**src/rtl/ssg_pkg.sv**
```systemverilog
// ----------------------------------------------------------------------------
// ssg_pkg: shared types and constants for the swept sine tone generator
// Holds the configuration bundle passed from the register file to the core
// and the register reset values.
// ----------------------------------------------------------------------------
package ssg_pkg;

  localparam logic [31:0] START_FREQ_RESET   = 32'd39370534;
  localparam logic [31:0] RESTART_FREQ_RESET = 32'd7292497;
  localparam logic        SWEEP_EN_RESET     = 1'b1;
  localparam logic [15:0] AMPLITUDE_RESET    = 16'd16384;
  localparam logic [16:0] BLOCK_LEN_RESET    = 17'd1024;

  // freq_load is high in the cycle of a start word write; the core then takes
  // the written value from the bus at that same edge.
  typedef struct packed {
    logic [31:0] restart_freq_word;
    logic        sweep_enable;
    logic [15:0] amplitude;
    logic [16:0] block_len;
    logic        freq_load;
  } ssg_cfg_t;

endpackage

```
**src/rtl/ssg_regs.sv**
```systemverilog
// ----------------------------------------------------------------------------
// ssg_regs: configuration register file
// APB-style slave holding start and restart frequency words, sweep enable,
// amplitude and block length. A write of the start word also flags a reload
// of the running frequency.
// ----------------------------------------------------------------------------
module ssg_regs (
  input  logic             clk,
  input  logic             rst,
  input  logic             psel,
  input  logic             penable,
  input  logic             pwrite,
  input  logic [4:0]       paddr,
  input  logic [31:0]      pwdata,
  output logic [31:0]      prdata,
  output logic             pready,
  output ssg_pkg::ssg_cfg_t cfg
);

  import ssg_pkg::*;

  localparam logic [2:0] REG_START_FREQ   = 3'd0;
  localparam logic [2:0] REG_RESTART_FREQ = 3'd1;
  localparam logic [2:0] REG_SWEEP_EN     = 3'd2;
  localparam logic [2:0] REG_AMPLITUDE    = 3'd3;
  localparam logic [2:0] REG_BLOCK_LEN    = 3'd4;

  logic [31:0] start_freq_word;
  logic [31:0] restart_freq_word;
  logic        sweep_enable;
  logic [15:0] amplitude;
  logic [16:0] block_len;
  logic        wr;
  logic [2:0]  index;

  assign pready = 1'b1;
  assign wr     = psel && penable && pwrite;
  assign index  = paddr[4:2];

  always_ff @(posedge clk) begin
    if (rst) begin
      start_freq_word   <= START_FREQ_RESET;
      restart_freq_word <= RESTART_FREQ_RESET;
      sweep_enable      <= SWEEP_EN_RESET;
      amplitude         <= AMPLITUDE_RESET;
      block_len         <= BLOCK_LEN_RESET;
    end else begin
      if (wr) begin
        unique case (index)
          REG_START_FREQ:   start_freq_word   <= pwdata;
          REG_RESTART_FREQ: restart_freq_word <= pwdata;
          REG_SWEEP_EN:     sweep_enable      <= pwdata[0];
          REG_AMPLITUDE:    amplitude         <= pwdata[15:0];
          REG_BLOCK_LEN:    block_len         <= pwdata[16:0];
          default: ;
        endcase
      end
    end
  end

  always_comb begin
    unique case (index)
      REG_START_FREQ:   prdata = start_freq_word;
      REG_RESTART_FREQ: prdata = restart_freq_word;
      REG_SWEEP_EN:     prdata = 32'(sweep_enable);
      REG_AMPLITUDE:    prdata = 32'(amplitude);
      REG_BLOCK_LEN:    prdata = 32'(block_len);
      default:          prdata = 32'd0;
    endcase
  end

  assign cfg.restart_freq_word = restart_freq_word;
  assign cfg.sweep_enable      = sweep_enable;
  assign cfg.amplitude         = amplitude;
  assign cfg.block_len         = block_len;
  assign cfg.freq_load         = wr && (index == REG_START_FREQ);

endmodule

```
**config.mk**
```make
export PLATFORM = sky130hd
export DESIGN_NAME = ssg_regs
export DESIGN_NICKNAME = d
export VERILOG_FILES = /design/src/rtl/ssg_pkg.sv /design/src/rtl/ssg_regs.sv
export SDC_FILE = /design/constraint.sdc
export NUM_CORES = 1
export LEC_CHECK = 0
export BUFFER_PORTS_ARGS = -buffer_cell sky130_fd_sc_hd__buf_2
export CAP_MARGIN = 20
export CELL_PAD_IN_SITES_DETAIL_PLACEMENT = 1
export CELL_PAD_IN_SITES_GLOBAL_PLACEMENT = 2
export CORE_UTILIZATION = 33
export DETAILED_ROUTE_END_ITERATION = 8
export HOLD_SLACK_MARGIN = 0.08
export PLACE_DENSITY = 0.84
export SLEW_MARGIN = 30
export SYNTH_ARGS = -nofsm -noshare
export SYNTH_HDL_FRONTEND = slang
export SYNTH_SLANG_ARGS = --single-unit
```
**constraint.sdc**
```tcl
create_clock -name clk -period 3.6 [get_ports clk]
set_input_delay 0.72 -clock clk [delete_from_list [all_inputs] [get_ports clk]]
set_output_delay 0.72 -clock clk [all_outputs]
set_load 0.1 [all_outputs]
```
# Yosys cells after proc, flatten, opt, wreduce, memory -nomap -nowiden
# Cells that the tools add are included.
[classes]
reduce_logical = 9
n_mux = 1
eq_ne = 4
[op_table]
columns = ["cell", "count"]
rows = [
  ["$pmux 32 s5", 1],
  ["$reduce_and 2->1", 5],
  ["$eq 3x2->1 const B", 2],
  ["$eq 3x1->1 const B", 1],
  ["$eq 3x3->1 const B", 1],
  ["$logic_and 1x1->1", 3],
  ["$logic_not 3->1", 1],
]
[word_totals]
inputBits = 42
register_bits = 98
output_inout_bits = 100

# Logic depth before layout (Yosys ltp)
# Gate-level depths: netlist (run 1).
[logic_depth]
ltp_word = 3
depth_mapped = 6
ltp_nobuf = 4

# Least setup slack after synthesis (run 1)
# No wires, ideal clock.
[synth_timing]
kind = "input -> output"
from = "in paddr[4]"
to = "out prdata[0]"
path_buffers = 1
required_ps = 2880
slack_ps = -370
stages = 3
t_arrival_ps = 3250
path_cell_list = "nand2b_1 -> clkbuf_1 -> o21ai_0"
[synth_between]
elab_chain_cells = 2
elab_cells_between_ends = 6
[synth_lines]
columns = ["element", "line", "source"]
rows = [
  ["start: declaration", "ssg_regs.sv:13", "input logic [4:0] paddr,"],
  ["$eq 3x3->1, or another cell as far along", "ssg_regs.sv:62", "unique case (index)"],
  ["$pmux 32 s5 *", "ssg_regs.sv:62", ""],
  ["end: declaration", "ssg_regs.sv:15", "output logic [31:0] prdata,"],
]
# Mark *: on every way between the ends. The rest lies on a longest branch, timed or not.

# Worst setup path in the final report (run 1)
[layout_timing]
from = "in paddr[2]"
to = "out prdata[4]"
# Same word-level chain as after synthesis.

==> results.py, run 1 <==
metrics = {
    "sta": {
        "min_period_ns": 3.12,
        "slew_headroom": 0.417,
        "hold_viol_final": 0,
        "finalClockSkew_ns": 0,
        "worst_pin_slew_ns": 0.874,
        "setup_viol": 0,
        "setup_tns_ns": 0,
        "finalCritPeriodShare": 0.867,
        "slew_violations": 0,
        "rsz0062_at_grt": "false",
        "layout_setup_ws_ns": 0.479,
        "clock.fmax_mhz": 320,
    },
    "worst_setup_path": {
        "cp.required_ns": 2.88,
        "reg2reg_depth": 3,
        "timing.rr.end": "amplitude[7]",
        "critPathLaunchType": "input port",
        "cp_max_fo": 15,
        "startpoint": "paddr[2]",
        "cp-end-kind": "primary output",
        "arrival_ns": 2.40,
        "reg2reg_from": "amplitude[7]",
        "critical_path_class": "in -> out",
        "critPathCapture": "prdata[4]",
        "reg2reg_setup_slack_ns": 2.78,
    },
    "finish": {
        "drive_gt1_frac": 0.286,
        "layout_commonest_cell": "buf_2",
        "syn2layout_area_growth_pct": 33.5,
        "num-nets-final": 635,
        "layout_common_cells": "buf_2, dfxtp_1, mux2i_1",
        "antenna_cells": 0,
    },
    "pwr": {
        "switching_share": 0.279,
        "comb_power_share": 0.155,
        "power_density_nw_per_um2": 384,
        "vdd_drop_max_mv": 0.168,
        "p_leak_uw": 0.00263,
        "switchingPower_uw": 655,
        "internal_power_uw": 1690,
        "clockPowerShare": 0.378,
        "seq_power_share": 0.468,
    },
    "synth": {
        "synthFlopType": "dfxtp_1",
        "syn_inst": 475,
        "synth_cell_types": 34,
        "yosys_warnings": 0,
        "synth_area_sq_um": 4580,
        "async_flop_share": 0,
        "synth_nets": 517,
        "seq_area_frac_synth": 0.429,
        "syn_avg_cell_area_sq_um": 9.64,
        "synth-edff-count": 0,
        "synth_seq_cells": 98,
    },
    "routing": {
        "dr.pass1.iters": 4,
        "wirelength_mm": 13.9,
        "detail-route-antenna-nets": 0,
        "vias_per_cell": 5.09,
        "drc": 0,
        "drtIter0Drc": 191,
        "via_count": 3938,
        "post_drt_wl_per_cell_um": 18.0,
    },
    "global_routing": {
        "grt_pass1_wl_mm": 21.9,
        "grt_max_degree": 80,
        "antenna_found_initial": 0,
        "grtUsageTotal": 0.198,
        "gr-total-overflow": 0,
        "grt_pass1_vias": 4070,
    },
    "cts": {
        "clk_pin_slew_ns": 0.06,
        "cts_tree": "built",
        "cts_buffers": 9,
        "cts_setup_buffers": 0,
        "clockBufferDepth": 2,
        "post_cts_resized": 0,
        "h-tree-depth": 3,
        "postCtsHoldBufs": 0,
        "root_buffer": "clkbuf_16",
        "clock-sinks": 98,
        "clock_latency_ns": 0.34,
    },
    "floorplanning": {
        "die_y_um": 120,
        "start_util": 0.342,
        "die_x_um": 120,
        "fp.coreArea_sq_um": 13400,
        "rows": 42,
        "ios": 142,
        "dieArea_sq_um": 14300,
    },
    "placed_design": {
        "io_buffer_count": 138,
        "dp_slack_ns": 0.504,
        "hpwl_mm": 9.67,
        "place_congestion": 0.728,
    },
    "outcome": {
        "status": "finished clean",
    },
    "worst_hold_path": {
        "hp-class": "reg -> reg",
    },
    "flow_run": {
        "drv_cap": 0,
    },
}
worst max-delay path: stages:
cell and delay, ns:
buf_2 0.25, and3b_1 0.78, a22o_1 0.26, a221o_1 0.18, buf_12 0.19
Yosys cell counts (all sizes together) (3+ instances only):
master  instances  area, sq um
buf            21          139
nand3           3         15.0
a22o           30          263
o31ai           3         22.5
a21oi           4         20.0
nor2           53          201
nand2b         79          494
nor2b          16          100
clkbuf         22         85.1
mux2i          82          821
dfxtp          98         1960
o21ai          32          160
a221o          15          150
worst min path at each step:
stage / startpoint / to / slack (ns) / depth (start not counted)
after detailed placement: start_freq_word[16] / start_freq_word[16] / 0.47 / 2
after global routing: start_freq_word[16] / start_freq_word[16] / 0.50 / 2
after CTS: start_freq_word[16] / start_freq_word[16] / 0.48 / 2
after floorplan: start_freq_word[0] / start_freq_word[0] / 0.45 / 2
after global placement: start_freq_word[0] / start_freq_word[0] / 0.46 / 2
final: start_freq_word[16] / start_freq_word[16] / 0.48 / 2
stage by stage:
step | std cells | total power (uW) | area (sq um) | hold slack, ns | utilization
6_report | 774 | 2350 | 6110 | 0.478 | 0.456
5_1_grt | 774 | 2440 | 6110 | 0.502 | 0.456
4_1_cts | 774 | 2380 | 6110 | 0.482 | 0.456
3_5_place_dp | 758 | 1490 | 5850 | 0.471 | 0.436
3_3_place_gp | 758 | 1480 | 5850 | 0.459 | 0.436
2_1_floorplan | 475 | 1370 | 4580 | 0.446 | -
kinds of logic (layout without fill, tap and decap cells):
kind of cell / Yosys count / after routing / synth area share
AO/OA/AOI/OAI: 84 / 84 / 0.134
AND/OR/NAND/NOR: 165 / 165 / 0.205
multiplexers: 83 / 83 / 0.182
other: 1 / 1 / 0.000819
flip-flops: 98 / 98 / 0.429
buffers and inverters: 44 / 167 / 0.0497
per-layer routing:
metal / wire length [um] / vias to the layer above / global-route usage
met4: 187 / 0 / 0.0680
met3: 549 / 12 / 0.0314
met2: 6760 / 107 / 0.341
met1: 6430 / 1934 / 0.248
li1: - / 1885 / -
met5: 0 / - / 0
power by group through the flow:
stage                     Clock (uW)  Sequential, uW  Combinational [uW]
after CTS                        918            1100                 365
after floorplan                    0            1160                 206
after detailed placement           0            1120                 365
after global routing             965            1100                 379
final                            886            1100                 363
after global placement             0            1120                 360
flip-flops by register name (all words and copies together), names as in the netlist:
signal	flops
amplitude	16
start_freq_word	32
restart_freq_word	32
block_len	17
sweep_enable	1
layout make-up:
| type | instances | area (sq um) |
|---|---|---|
| well taps | 176 | 220 |
| inverters | 1 | 3.75 |
| repair buffers | 150 | 1260 |
| fillers | 1545 | 7290 |
| clock inverters | 3 | 15.0 |
| flip-flops and latches | 98 | 1960 |
| clock buffers | 13 | 250 |
| multi-input cells | 333 | 2400 |
Power figures use the tool's default switching activity.
==> run 2: changes to the inputs <==
RECOVER_POWER = 100   (was default)
==> run 2 against run 1 <==
Net effect:
- routed wire length rose by 0.51%
- via count rose by 0.66%
- sequential power barely moved
- the flow now finishes with violations (capacitance limit, slew limit)
- non-clock buffer count did not move
- largest power group unchanged
- clock skew did not move
- die area did not move
- combinational power fell by 4%
==> results.py, run 2 (synthesis gave the netlist of run 1 again) <==
metrics = {
    "outcome": {
        "status": "finished with violations",
        "violations": "capacitance limit, slew limit",
    },
    "floorplanning": {
        "die_x_um": 120,
        "fp.coreArea_sq_um": 13400,
        "dieArea_sq_um": 14300,
        "start_util": 0.342,
        "die_y_um": 120,
        "ios": 142,
        "rows": 42,
    },
    "routing": {
        "post_drt_wl_per_cell_um": 18.1,
        "dr.pass1.iters": 4,
        "drtIter0Drc": 165,
        "detail-route-antenna-nets": 0,
        "vias_per_cell": 5.12,
        "via_count": 3964,
        "wirelength_mm": 14.0,
        "drc": 0,
    },
    "worst_setup_path": {
        "timing.rr.end": "amplitude[12]",
        "critPathLaunchType": "input port",
        "reg2reg_depth": 3,
        "critical_path_class": "in -> out",
        "cp-end-kind": "primary output",
        "reg2reg_from": "amplitude[12]",
        "arrival_ns": 2.44,
        "cp.required_ns": 2.88,
        "reg2reg_setup_slack_ns": 2.72,
        "cp_max_fo": 17,
    },
    "cts": {
        "postCtsHoldBufs": 0,
        "root_buffer": "clkbuf_16",
        "clock-sinks": 98,
        "clock_latency_ns": 0.34,
        "cts_tree": "built",
        "post_cts_resized": 0,
        "cts_buffers": 9,
        "clk_pin_slew_ns": 0.07,
        "cts_setup_buffers": 0,
        "clockBufferDepth": 2,
        "h-tree-depth": 3,
    },
    "sta": {
        "worst_pin_slew_ns": 2.39,
        "rsz0062_at_grt": "false",
        "clock.fmax_mhz": 316,
        "setup_tns_ns": 0,
        "layout_setup_ws_ns": 0.437,
        "finalClockSkew_ns": 0,
        "setup_viol": 0,
        "finalCritPeriodShare": 0.879,
        "hold_viol_final": 0,
        "slew_violations": 69,
        "slew_headroom": -0.595,
        "min_period_ns": 3.16,
    },
    "pwr": {
        "switching_share": 0.281,
        "p_leak_uw": 0.00233,
        "internal_power_uw": 1680,
        "power_density_nw_per_um2": 399,
        "vdd_drop_max_mv": 0.169,
        "comb_power_share": 0.149,
        "clockPowerShare": 0.381,
        "seq_power_share": 0.470,
        "switchingPower_uw": 658,
    },
    "global_routing": {
        "grt_max_degree": 80,
        "grt_pass1_vias": 4070,
        "grtUsageTotal": 0.198,
        "grt_pass1_wl_mm": 21.9,
        "gr-total-overflow": 0,
        "antenna_found_initial": 0,
    },
    "placed_design": {
        "io_buffer_count": 138,
        "hpwl_mm": 9.67,
        "place_congestion": 0.728,
        "dp_slack_ns": 0.504,
    },
    "finish": {
        "reg_top3": "restart_freq_word (32), start_freq_word (32), block_len (17)",
        "num-nets-final": 635,
        "layout_commonest_cell": "dfxtp_1",
        "antenna_cells": 0,
        "nFillCells": 1588,
        "drive_gt1_frac": 0.166,
        "syn2layout_area_growth_pct": 28.0,
        "layout_common_cells": "dfxtp_1, mux2i_1, nand2b_1",
    },
    "worst_hold_path": {
        "worst_hold_startpoint": "start_freq_word[16]",
        "hp-class": "reg -> reg",
        "worstHoldPathCells": 2,
        "hold_end": "start_freq_word[16]",
    },
    "flow_run": {
        "drv_cap": 1,
    },
}
[run 2: per-layer routing]
layer | vias up | wire length, um | global-route usage
li1 | 1886 | - | -
met1 | 1965 | 6470 | 0.248
met2 | 101 | 6760 | 0.341
met3 | 12 | 573 | 0.0314
met4 | 0 | 187 | 0.0680
met5 | - | 0 | 0
[run 2: how the worst max path moves through the flow]
stage	end	startpoint	slack, ns	cells past startpoint
3_3_place_gp	prdata[4]	paddr[3]	0.54	5
3_5_place_dp	prdata[4]	paddr[2]	0.50	5
5_1_grt	prdata[4]	paddr[4]	0.31	6
2_1_floorplan	prdata[16]	restart_freq_word[16]	0.27	3
6_report	prdata[4]	paddr[4]	0.44	6
4_1_cts	prdata[4]	paddr[2]	0.50	5
[run 2: critical path, cell delays in order]
cell and delay [ns]:
buf_2 0.18, nor2_1 0.36, and2_0 0.22, clkbuf_2 0.45
a221o_1 0.31, buf_12 0.19
[run 2: final cells by class]
type | count | area [sq um] | area share
well taps | 176 | 220 | 0.0376
inverters | 1 | 3.75 | 0.000641
repair buffers | 150 | 1020 | 0.174
clock buffers | 13 | 250 | 0.0427
flip-flops and latches | 98 | 1960 | 0.335
clock inverters | 3 | 15.0 | 0.00256
multi-input cells | 333 | 2390 | 0.408
[run 2: stage by stage]
| stage | power, uW | cell area [sq um] | std cells | util | hold slack, ns |
|---|---|---|---|---|---|
| 6_report | 2340 | 5860 | 774 | 0.437 | 0.478 |
| 5_1_grt | 2430 | 5860 | 774 | 0.437 | 0.502 |
| 4_1_cts | 2380 | 6110 | 774 | 0.456 | 0.482 |
| 3_5_place_dp | 1490 | 5850 | 758 | 0.436 | 0.471 |
| 3_3_place_gp | 1480 | 5850 | 758 | 0.436 | 0.459 |
| 2_1_floorplan | 1370 | 4580 | 475 | - | 0.446 |
[run 2: power groups by stage]
stage               Combinational (uW)  Sequential [uW]  Clock, uW
finish                             350             1100        891
global route                       365             1100        965
CTS                                365             1100        918
detailed placement                 365             1120          0
global placement                   360             1120          0
floorplan                          206             1160          0
==> run 3: changes to the inputs <==
PLACE_DENSITY = 0.83   (was 0.84)
SLEW_MARGIN = 20   (was 30)
==> run 3 against run 2 <==
Net effect:
- the flow still finishes with violations (capacitance limit, slew limit)
- register-to-register slack is essentially flat
- sequential cell count is the same
- cell area grew 2.7%
- non-clock buffer count is the same
- clock skew is the same
- core utilization grew 1.2 points
==> results.py, run 3 (synthesis gave the netlist of run 1 again) <==
metrics = {
    "placed_design": {
        "io_buffer_count": 138,
        "dpl-instance-area_sq_um": 5850,
        "placed_cells": 758,
        "hpwl_mm": 9.59,
        "place_congestion": 0.713,
    },
    "cts": {
        "root_buffer": "clkbuf_16",
        "cts_buffers": 9,
        "h-tree-depth": 3,
        "clock_latency_ns": 0.34,
        "clk_pin_slew_ns": 0.06,
        "clock-sinks": 98,
        "post_cts_resized": 0,
        "clockBufferDepth": 2,
        "cts_tree": "built",
        "cts_setup_buffers": 0,
        "postCtsHoldBufs": 0,
    },
    "routing": {
        "post_drt_wl_per_cell_um": 18.3,
        "drtIter0Drc": 138,
        "dr.pass1.iters": 4,
        "vias_per_cell": 5.11,
        "detail-route-antenna-nets": 0,
        "via_count": 3954,
        "drc": 0,
        "wirelength_mm": 14.2,
    },
    "floorplanning": {
        "die_y_um": 120,
        "fp.coreArea_sq_um": 13400,
        "die_x_um": 120,
        "dieArea_sq_um": 14300,
        "rows": 42,
        "ios": 142,
        "start_util": 0.342,
    },
    "sta": {
        "slew_headroom": -0.0178,
        "rsz0062_at_grt": "false",
        "setup_tns_ns": 0,
        "finalCritPeriodShare": 0.897,
        "finalClockSkew_ns": 0,
        "clock.fmax_mhz": 310,
        "setup_viol": 0,
        "slew_violations": 18,
        "worst_pin_slew_ns": 1.53,
        "min_period_ns": 3.23,
        "hold_viol_final": 0,
    },
    "finish": {
        "nFillCells": 1569,
        "layout.cells.non_filler": 774,
        "syn2layout_area_growth_pct": 31.5,
        "multi_input_area_sq_um": 2370,
        "layout_commonest_cell": "dfxtp_1",
        "seqCellArea_sq_um": 1960,
        "fin_area_sq_um": 6020,
        "layout_common_cells": "dfxtp_1, mux2i_1, nand2b_1",
        "num-nets-final": 635,
        "drive_gt1_frac": 0.164,
        "antenna_cells": 0,
        "reg_top3": "restart_freq_word (32), start_freq_word (32), block_len (17)",
    },
    "worst_setup_path": {
        "cp-end-kind": "primary output",
        "critPathMaxStageDelay_ns": 0.51,
        "critical_path_class": "in -> out",
        "arrival_ns": 2.51,
        "critPathLaunchType": "input port",
        "reg2reg_setup_slack_ns": 2.73,
        "cp.required_ns": 2.88,
        "slowest_stage": "nand2_1",
        "worst-path-buf-inv": 4,
        "path_delay_family": "buffers and inverters",
        "cp_max_fo": 11,
        "cp_cell_sequence": "buf_2 -> clkbuf_1 -> and4b_1 -> nand2_1 -> inv_1 -> buf_12",
    },
    "outcome": {
        "violations": "capacitance limit, slew limit",
        "status": "finished with violations",
    },
    "pwr": {
        "total_power_uw": 2450,
        "internal_power_uw": 1780,
        "switching_share": 0.272,
        "power_density_nw_per_um2": 406,
        "clockPowerShare": 0.404,
        "seq_power_share": 0.449,
        "switchingPower_uw": 664,
        "p_leak_uw": 0.00238,
        "vdd_drop_max_mv": 0.180,
        "comb_power_share": 0.147,
    },
    "global_routing": {
        "grt_pass1_vias": 4203,
        "antenna_found_initial": 0,
        "grt_max_degree": 77,
        "grtUsageTotal": 0.201,
        "grt_pass1_wl_mm": 22.4,
        "gr-total-overflow": 0,
    },
    "flow_run": {
        "drv_cap": 1,
    },
    "worst_hold_path": {
        "hp-class": "reg -> reg",
    },
}
==> run 3: worst min-delay path, cell delays in order (launching register included) <==
cell and delay (ns):
dfxtp_1 0.31, nand2b_1 0.06, mux2i_1 0.06
==> run 3: final timing paths <==
path         cells after the start           startpoint                   to
min                              2  start_freq_word[16]  start_freq_word[16]
min reg2reg                      2  start_freq_word[16]  start_freq_word[16]
max                              6             paddr[2]               cfg[0]
max reg2reg                      3         amplitude[0]         amplitude[0]
==> run 3: area by class of cell <==
type | count | area share
well taps | 176 | 0.0366
inverters | 1 | 0.000624
multi-input cells | 333 | 0.394
flip-flops and latches | 98 | 0.326
repair buffers | 150 | 0.193
clock inverters | 2 | 0.00582
clock buffers | 14 | 0.0439
==> run 3: through the flow <==
step	worst slack (ns)	util	hold slack, ns
after CTS	0.438	0.459	0.482
after detailed placement	0.448	0.436	0.463
after global placement	0.480	0.436	0.461
after floorplan	0.266	-	0.446
after global routing	0.238	0.449	0.498
final	0.372	0.449	0.478
==> run 3: power groups by stage <==
stage	Sequential [uW]	Clock (uW)	Combinational (uW)
finish	1100	988	359
global route	1100	1050	376
floorplan	1160	0	206
detailed placement	1120	0	367
global placement	1120	0	360
CTS	1100	1010	368
==> run 3: per-layer routing <==
layer	routed length, um	GRT usage	vias to the layer above
met1	6370	0.245	1955
met4	170	0.0633	0
met2	6890	0.352	105
met3	751	0.0423	11
li1	-	-	1883
met5	0	0	-
